--- src/design/fsmc_pkg.sv ---
// Shared types and constants of the flash save memory controller.
// Used by fsmc_ctrl, fsmc_dp and flash_save_memory_controller; no dependencies.
`timescale 1ns / 1ps

package fsmc_pkg;

  localparam int OFFSET_W = 16;
  localparam int DATA_W   = 8;

  // default geometry
  localparam int BANK_BYTES_DEF   = 65536;
  localparam int SECTOR_BYTES_DEF = 4096;
  localparam int NUM_BANKS_DEF    = 2;

  // reciprocal multiply shift used for constant division
  localparam int RECIP_SH = 32;

  localparam logic OP_WRITE = 1'b1;

  localparam logic [OFFSET_W-1:0] ADDR_UNLOCK_A = 16'h5555;
  localparam logic [OFFSET_W-1:0] ADDR_UNLOCK_B = 16'h2AAA;

  localparam logic [DATA_W-1:0] CMD_UNLOCK_A     = 8'hAA;
  localparam logic [DATA_W-1:0] CMD_UNLOCK_B     = 8'h55;
  localparam logic [DATA_W-1:0] CMD_ID_ENTER     = 8'h90;
  localparam logic [DATA_W-1:0] CMD_ID_EXIT      = 8'hF0;
  localparam logic [DATA_W-1:0] CMD_ERASE_ARM    = 8'h80;
  localparam logic [DATA_W-1:0] CMD_CHIP_ERASE   = 8'h10;
  localparam logic [DATA_W-1:0] CMD_PROGRAM      = 8'hA0;
  localparam logic [DATA_W-1:0] CMD_BANK_SEL     = 8'hB0;
  localparam logic [DATA_W-1:0] CMD_SECTOR_ERASE = 8'h30;

  localparam logic [DATA_W-1:0] ID_MFR_SINGLE = 8'hBF;
  localparam logic [DATA_W-1:0] ID_DEV_SINGLE = 8'hD4;
  localparam logic [DATA_W-1:0] ID_MFR_DUAL   = 8'hC2;
  localparam logic [DATA_W-1:0] ID_DEV_DUAL   = 8'h09;

  localparam logic [DATA_W-1:0] ERASED_BYTE = 8'hFF;

  typedef enum logic [3:0] {
    CB_UNLOCK_A,
    CB_UNLOCK_B,
    CB_ID_ENTER,
    CB_ID_EXIT,
    CB_ERASE_ARM,
    CB_CHIP_ERASE,
    CB_PROGRAM,
    CB_BANK_SEL,
    CB_SECTOR_ERASE,
    CB_OTHER
  } cmd_byte_e;

  typedef enum logic [2:0] {
    PH_READY,
    PH_CMD1,
    PH_CMD2,
    PH_PROGRAM,
    PH_BANK
  } phase_e;

  typedef enum logic [3:0] {
    S_INIT,
    S_CLEAR,
    S_IDLE,
    S_ADDR1,
    S_ADDR2,
    S_ADDR3,
    S_ADDR4,
    S_EXEC,
    S_RMW,
    S_ERASE,
    S_RESP
  } state_e;

  // controller -> datapath
  typedef struct packed {
    logic capture;
    logic mem_rd;
    logic prog_wr;
    logic sweep_full;
    logic sweep_sector;
    logic sweep_step;
    logic out_load;
    logic bank;
    logic id_mode;
    logic kind;
  } fsmc_cmd_t;

  // datapath -> controller
  typedef struct packed {
    logic      op_write;
    logic      off_unlock_a;
    logic      off_unlock_b;
    logic      off_zero;
    cmd_byte_e cbyte;
    logic      val_lsb;
    logic      sweep_done;
  } fsmc_stat_t;

endpackage

--- src/design/fsmc_ctrl.sv ---
// Controller: sequencing state machine plus flash command state (unlock phase, ID mode,
// erase arm, bank select), device kind register and result valid. Depends on fsmc_pkg.
`timescale 1ns / 1ps

module fsmc_ctrl #(
  parameter int NUM_BANKS = fsmc_pkg::NUM_BANKS_DEF
) (
  input  logic                 clk_i,
  input  logic                 rst_ni,
  input  logic                 in_valid_i,
  output logic                 in_ready_o,
  output logic                 out_valid_o,
  input  logic                 out_ready_i,
  input  logic                 cfg_valid_i,
  output logic                 cfg_ready_o,
  input  logic                 cfg_device_kind_i,
  input  fsmc_pkg::fsmc_stat_t stat_i,
  output fsmc_pkg::fsmc_cmd_t  cmd_o
);
  import fsmc_pkg::*;

  localparam logic DUAL = (NUM_BANKS > 1);

  state_e state_q, state_d;
  phase_e phase_q, phase_d;
  logic   id_mode_q, id_mode_d;
  logic   armed_q, armed_d;
  logic   bank_q, bank_d;
  logic   kind_q;
  logic   out_valid_q, out_valid_d;
  logic   out_free;

  always_ff @(posedge clk_i or negedge rst_ni) begin
    if (!rst_ni) begin
      state_q     <= S_INIT;
      phase_q     <= PH_READY;
      id_mode_q   <= 1'b0;
      armed_q     <= 1'b0;
      bank_q      <= 1'b0;
      kind_q      <= 1'b0;
      out_valid_q <= 1'b0;
    end else begin
      state_q     <= state_d;
      phase_q     <= phase_d;
      id_mode_q   <= id_mode_d;
      armed_q     <= armed_d;
      bank_q      <= bank_d;
      out_valid_q <= out_valid_d;
      if (cfg_valid_i) begin
        kind_q <= cfg_device_kind_i;
      end
    end
  end

  assign out_free    = !out_valid_q || out_ready_i;
  assign in_ready_o  = (state_q == S_IDLE);
  assign out_valid_o = out_valid_q;
  assign cfg_ready_o = 1'b1;

  always_comb begin
    state_d     = state_q;
    phase_d     = phase_q;
    id_mode_d   = id_mode_q;
    armed_d     = armed_q;
    bank_d      = bank_q;
    out_valid_d = out_valid_q && !out_ready_i;

    cmd_o              = '0;
    cmd_o.bank         = DUAL & kind_q & bank_q;
    cmd_o.id_mode      = id_mode_q;
    cmd_o.kind         = kind_q;

    unique case (state_q)
      S_INIT: begin
        cmd_o.sweep_full = 1'b1;
        state_d          = S_CLEAR;
      end
      S_CLEAR: begin
        if (stat_i.sweep_done) begin
          state_d = S_IDLE;
        end else begin
          cmd_o.sweep_step = 1'b1;
        end
      end
      S_IDLE: begin
        if (in_valid_i) begin
          cmd_o.capture = 1'b1;
          state_d       = S_ADDR1;
        end
      end
      S_ADDR1: state_d = S_ADDR2;
      S_ADDR2: state_d = S_ADDR3;
      S_ADDR3: state_d = S_ADDR4;
      S_ADDR4: state_d = S_EXEC;
      S_EXEC: begin
        state_d = S_RESP;
        priority if (!stat_i.op_write) begin
          cmd_o.mem_rd = 1'b1;
        end else if (phase_q == PH_PROGRAM) begin
          cmd_o.mem_rd = 1'b1;
          phase_d      = PH_READY;
          state_d      = S_RMW;
        end else if (phase_q == PH_BANK) begin
          if (stat_i.off_zero) begin
            bank_d = stat_i.val_lsb;
          end
          phase_d = PH_READY;
        end else if (stat_i.off_unlock_a && stat_i.cbyte == CB_UNLOCK_A) begin
          // unlock restarts from the ready or either command phase, not from program or bank
          phase_d = PH_CMD1;
        end else if (phase_q == PH_CMD1 && stat_i.off_unlock_b &&
                     stat_i.cbyte == CB_UNLOCK_B) begin
          phase_d = PH_CMD2;
        end else if (phase_q == PH_CMD2) begin
          phase_d = PH_READY;
          if (stat_i.off_unlock_a) begin
            unique case (stat_i.cbyte)
              CB_ID_ENTER:  id_mode_d = 1'b1;
              CB_ID_EXIT:   id_mode_d = 1'b0;
              CB_ERASE_ARM: armed_d   = 1'b1;
              CB_CHIP_ERASE: begin
                if (armed_q) begin
                  cmd_o.sweep_full = 1'b1;
                  armed_d          = 1'b0;
                  state_d          = S_ERASE;
                end
              end
              CB_PROGRAM: phase_d = PH_PROGRAM;
              CB_BANK_SEL: begin
                if (kind_q) begin
                  phase_d = PH_BANK;
                end
              end
              default: ;
            endcase
          end else if (stat_i.cbyte == CB_SECTOR_ERASE && armed_q) begin
            cmd_o.sweep_sector = 1'b1;
            armed_d            = 1'b0;
            state_d            = S_ERASE;
          end
        end else begin
          phase_d = PH_READY;
        end
      end
      S_RMW: begin
        cmd_o.prog_wr = 1'b1;
        state_d       = S_RESP;
      end
      S_ERASE: begin
        if (stat_i.sweep_done) begin
          state_d = S_RESP;
        end else begin
          cmd_o.sweep_step = 1'b1;
        end
      end
      S_RESP: begin
        if (out_free) begin
          cmd_o.out_load = 1'b1;
          out_valid_d    = 1'b1;
          state_d        = S_IDLE;
        end
      end
      default: state_d = S_INIT;
    endcase
  end

endmodule

--- config.mk ---
export PLATFORM = sky130hd
export DESIGN_NAME = fsmc_ctrl
export DESIGN_NICKNAME = d
export VERILOG_FILES = /design/src/design/fsmc_pkg.sv /design/src/design/fsmc_ctrl.sv
export SDC_FILE = /design/constraint.sdc
export NUM_CORES = 1
export LEC_CHECK = 0
export CAP_MARGIN = 10
export CORE_MARGIN = 5
export CORE_UTILIZATION = 54
export DETAILED_ROUTE_END_ITERATION = 6
export DONT_BUFFER_PORTS = 1
export PLACE_DENSITY = 0.75
export SLEW_MARGIN = 20
export SYNTH_ARGS = -nofsm -noshare
export SYNTH_HDL_FRONTEND = slang
export SYNTH_SLANG_ARGS = --single-unit
--- constraint.sdc ---
create_clock -name clk_i -period 1.5 [get_ports clk_i]
set_clock_uncertainty 0.05 [all_clocks]
set_input_delay 0.225 -clock clk_i [delete_from_list [all_inputs] [get_ports clk_i]]
set_output_delay 0.225 -clock clk_i [all_outputs]
set_load 0.05 [all_outputs]
==> results of run 1 <==
## cells in the mapped netlist
| library cell | number |
|---|---|
| a211oi_2 | 1 |
| a21oi_1 | 3 |
| a221oi_1 | 1 |
| a31oi_1 | 1 |
| and2_1 | 2 |
| and3_1 | 2 |
| and4_1 | 1 |
| and4b_1 | 1 |
| buf_2 | 2 |
| buf_4 | 3 |
| clkbuf_1 | 5 |
| conb_1 | 1 |
| dfrtp_1 | 12 |
| inv_1 | 2 |
| mux2_1 | 1 |
| nand2_1 | 14 |
| nand2b_1 | 4 |
| nand3_1 | 2 |
| nand3b_1 | 3 |
| nand4_1 | 2 |
| nand4b_1 | 2 |
| nor2_1 | 15 |
| nor2b_1 | 2 |
| nor3_1 | 5 |
| nor3b_1 | 1 |
| nor3b_2 | 1 |
| nor4_1 | 3 |
| nor4b_1 | 2 |
| o2111a_1 | 1 |
| o211ai_1 | 1 |
| o21ai_0 | 3 |
| o21ai_1 | 3 |
| o31ai_1 | 3 |
| o41ai_1 | 1 |
| o41ai_2 | 1 |
| or2_1 | 1 |
| or4b_1 | 2 |
| xor2_1 | 1 |
## timing repair
action	in CTS
hold buffers	5
pin swaps	14
resized for setup	12
hold endpoints to repair	15
endpoints found under the setup margin	12
buffers inserted	13
cloned	0
## per-stage QoR
step,area (um2),cells
floorplan,1020,111
global placement,1220,142
detailed placement,1220,142
CTS,1470,163
## logic make-up after synthesis
kind of cell | after synthesis | share of synthesized area
xor gates and xnor gates | 1 | 0.00993
and+or+nand+nor | 65 | 0.409
buffers and inverters | 12 | 0.0667
DFF | 12 | 0.340
muxes | 1 | 0.0128
other | 1 | 0.00425
AOI/OAI and AO/OA | 19 | 0.157
==> PnR_summary.wiki, run 1 <==
{| class="wikitable"
! Metric !! Value
|-
| Status || aborted with a tool error
|-
| Failing step || 5_1_grt
|-
| First Err || [ERROR DPL-0038] Utilization greater than 100%, impossible to legalize
|-
| Area of the mapped netlist || around 900 um2
|-
| I/O pin count || 29
|-
| Number of sinks on the clock net || 12
|-
| Grt repair worst endpoint || cmd_o[5]
|-
| Worst-path end type || top-level output
|-
| Initial core utilization || 0.579
|-
| Area fraction of the dominant cell type after synthesis || 0.340
|-
| Number of buffers created by CTS || 3
|-
| Cell count after synthesis || 111
|-
| Row count || 14
|-
| H-tree depth || 1
|-
| Most area-consuming cells after synthesis || dfrtp_1 34%, nor2_1 6.4%, nand2_1 6.0%
|-
| Maximum buffer depth of the clock tree || 2
|-
| Post-Syn Area per Cell || slightly below 8 um2
|-
| Pin count of the biggest net entering global routing || 13
|-
| Sequential fraction of the synthesis area || 0.340
|-
| Nets in the synthesized netlist || around 130
|-
| RD Place Congestion || 0.848
|-
| Cell at the root of the clock tree || clkbuf_4
|-
| Synthesis Warnings || 0
|-
| Detail Placement HPWL || 1810 um
|-
| Port Buf Inserts || 0
|-
| Library cells used by synthesis || 38
|-
| Worst slack after detailed placement || -181 ps
|-
| Dominant cell type by area after synthesis || dfrtp_1
|-
| Horizontal die dimension || 50.4 um
|-
| Flops & latches, synth || 12
|-
| Die span in y || 50.4 um
|}
==> run 2, diff against run 1 <==
- CORE_AREA: unset -> 5 5 66 68
- CORE_MARGIN: 5 -> unset
- CORE_UTILIZATION: 54 -> unset
- DIE_AREA: unset -> 0 0 71 73
- PLACE_DENSITY: 0.75 -> unset
- PLACE_DENSITY_LB_ADDON: unset -> 0.15
- clock period: 1.5 -> 2 ns (I/O delays scaled with it)
==> PnR_summary.wiki, run 2 <==
{| class="wikitable"
! Metric !! Value
|-
| Status || completed
|-
| Port Buf Inserts || 0 (unchanged)
|-
| All-Layer GR Usage || 0.102
|-
| EDFF count, synth || 0 (unchanged)
|-
| Data arrival time of the critical path || between 1500 and 2000 ps
|-
| IR Drop Worst-Case VDD || 0.773 mV
|-
| Endpoint type of the worst setup path || primary output
|-
| Met2 WL || 1120 um
|-
| Final Slew Violations || 0
|-
| Post-Syn Area per Cell || 7.95 um2 (unchanged)
|-
| Startpoint type of the worst setup path || flop
|-
| Data required time of the critical path || about 1700 ps
|-
| Post-layout worst setup margin || between 90 and 100 ps
|-
| DR iter-0 viols || around 50
|-
| Routed wirelength normalized by instance count || roughly 14 um
|-
| Number of hold violations in the final report || 0
|-
| RD Place Congestion || 0.765 (-9.7%)
|-
| Synthesis Warnings || 0 (unchanged)
|-
| Sequential fraction of the synthesis area || 0.340 (unchanged)
|-
| Core box area || 0.00380 mm2
|-
| Area of the die || just over 0.005 mm2
|-
| Worst slack after detailed placement || 252 ps (+433 ps)
|-
| Largest register FFs || 4
|-
| Biggest regs || state_q (4), phase_q (3)
|-
| Leading cell type in the layout, fill and taps excluded || buf_4
|-
| Peak per-stage delay on the critical path || 410 ps
|-
| Highest signal layer in the routed design || met4
|-
| Die span in y || 73 um (+45%)
|-
| Area fraction of the dominant cell type after synthesis || 0.340 (unchanged)
|-
| Commonest non-fill, non-tap cells in the layout || 16 x buf_4, 14 x nand2_1, 12 x nor2_1
|-
| Final Non-Filler Cells || about 170
|-
| Flops & latches, synth || 12 (unchanged)
|-
| Kind of path behind the tightest hold check || in -> reg
|-
| Prevailing post-synth register cell || dfrtp_1
|-
| Static leakage || 0.473 nW
|-
| Commonest cells post-synth || 15 x nor2_1, 14 x nand2_1, 12 x dfrtp_1
|-
| Diodes inserted || 0
|-
| Final setup viols || 0
|-
| Share of flip-flops with an asynchronous set or reset || 1.00 (unchanged)
|-
| Post-Place Cells || 169 (+19%)
|-
| Antenna Violating Nets Remaining || 0
|-
| Crit path kind || reg -> out
|-
| Clk_lat worst skew || 250 ps
|-
| Share of layout cells above drive strength 1 || 0.282
|-
| Cells traversed along the worst timing path || nor3b_4, and4_1, nand2_1, o21ai_2, buf_12
|-
| DR vias/cell || approximately 5
|-
| Post-detailed-route DRC marker count || 0
|-
| Wire length the detailed router placed on met1 || 1100 um
|-
| Congestion Overflow GR || 0
|-
| Post-CTS setup buffers || 0 (-13)
|-
| Row count || 23 (+9)
|-
| I/O pin count || 29 (unchanged)
|-
| Detail Placement HPWL || 1910 um (+5.8%)
|-
| Vias in the first global route || 916
|-
| Nets in the synthesized netlist || 127 (unchanged)
|-
| Pin count of the biggest net entering global routing || 16
|-
| Maximum buffer depth of the clock tree || 2 (unchanged)
|-
| P per Cell Area || 1170 mW/mm2
|-
| Dominant cell by count in the synthesized netlist || nor2_1
|-
| Global-route wire length before repair || 4240 um
|-
| Reg clk slew, reported paths || approximately 60 ps
|-
| Number of buffers created by CTS || 3 (unchanged)
|-
| Initial antenna violation count || 0
|-
| Cell at the root of the clock tree || clkbuf_8
|-
| Final cycle utilization of the critical path || 0.955
|-
| Dominant cell type by area after synthesis || dfrtp_1
|-
| H-tree depth || 1 (unchanged)
|-
| Library cells used by synthesis || 38 (unchanged)
|-
| Largest driver fanout on the critical path || 6
|-
| Actual slew at the worst max-slew pin || 611 ps
|-
| Area of the mapped netlist || 882 um2 (unchanged)
|-
| Cell count after synthesis || 111 (unchanged)
|-
| WL met3 || ~190 um
|-
| Most area-consuming cells after synthesis || dfrtp_1 34%, nor2_1 6.4%, nand2_1 6.0%
|-
| Register with the most flip-flops || state_q
|-
| Initial core utilization || 0.232 (-0.347)
|-
| Achievable frequency || about 520 MHz
|-
| Cell at the slowest stage of the critical path || dfrtp_2
|-
| Pre-antenna DRT Iters || 4
|-
| Number of sinks on the clock net || 12 (unchanged)
|-
| Number of max-cap violations || 0
|-
| Max_slew headroom || 0.591
|-
| RSZ-0062 raised after global routing || yes
|-
| Overall routed net length || between 2000 and 2500 um
|-
| Layout overhead on the synthesized area || 32.2%
|-
| Via count || roughly 850
|-
| Horizontal die dimension || 71 um (+41%)
|-
| Post-layout minimum cycle time || 1910 ps
|-
| Layout net count || between 100 and 150
|-
| Filler instances || between 400 and 500
|-
| CTS tree || done
|}
run 2: cell counts after synthesis:
No cell type changed its count.
run 2: metrics by stage:
stage | cell area, um2 | total power [mW] | util | TNS [ps] | hold slack (ps)
finish | 1170 | 1.37 | 0.307 | 0 | 85.9
floorplan | 910 | 0.868 | - | -57.2 | -45.6
global route | 1170 | 1.47 | 0.307 | -9.12 | 83.5
global placement | 1080 | 1.08 | 0.285 | 0 | -45.2
detailed placement | 1080 | 1.08 | 0.285 | 0 | -45.2
CTS | 1150 | 1.37 | 0.302 | 0 | 84.7
run 2: timing repair:
item                                    4_1_cts  5_1_grt
gates resized for setup                       0        5
endpoints found under the setup margin        0        3
endpoints found under the hold margin        12        0
hold buffers                                  1        0
run 2: path summary, 6_finish.rpt:
kind	from	end	slack [ps]	cells past startpoint
setup / recovery	phase_q[1]	cmd_o[6]	90	5
hold / removal	stat_i[3]	phase_q[1]	90	1
setup reg to reg	state_q[3]	bank_q	380	4
hold reg to reg	bank_q	bank_q	440	1
min in group asynchronous	rst_ni	bank_q	450	1
max in group asynchronous	rst_ni	phase_q[1]	1020	1
run 2: final cells by class:
class | instances | area, um2 | share of cell area
Clock buffer | 4 | 55.1 | 0.0472
Inverter | 2 | 7.51 | 0.00644
Multi-Input combinational cell | 87 | 569 | 0.488
Sequential cell | 12 | 302 | 0.259
Tap cell | 50 | 62.6 | 0.0536
Timing Repair Buffer | 19 | 170 | 0.146
run 2: cells by family after synthesis:
family,after synthesis,share of synthesized area
muxes,1,0.0128
xor gates and xnor gates,1,0.00993
and+or+nand+nor,65,0.409
other,1,0.00425
buffers and inverters,12,0.0667
AOI/OAI and AO/OA,19,0.157
DFF,12,0.340
run 2: metal layers:
metal  track usage  vias up
li1              -      422
met1         0.123      398
met2         0.164       27
met3        0.0441        6
met4        0.0313        0
met5             0        -
run 2: power breakdown:
part / switching [mW] / total, mW / leakage [nW] / internal, mW
clock network: 0.102 / 0.277 / 0.0288 / 0.174
registers: 0.0429 / 0.338 / 0.157 / 0.295
logic: 0.463 / 0.754 / 0.287 / 0.290
total: 0.609 / 1.37 / 0.473 / 0.760
run 2: critical path: cells and delay by family (launching register included):
kind | cells | cell delay (ps)
flops | 1 | 410
compound gates | 1 | 170
simple gates | 3 | 570
buf+inv | 1 | 160
No activity file was read; power rests on OpenSTA's default activity.
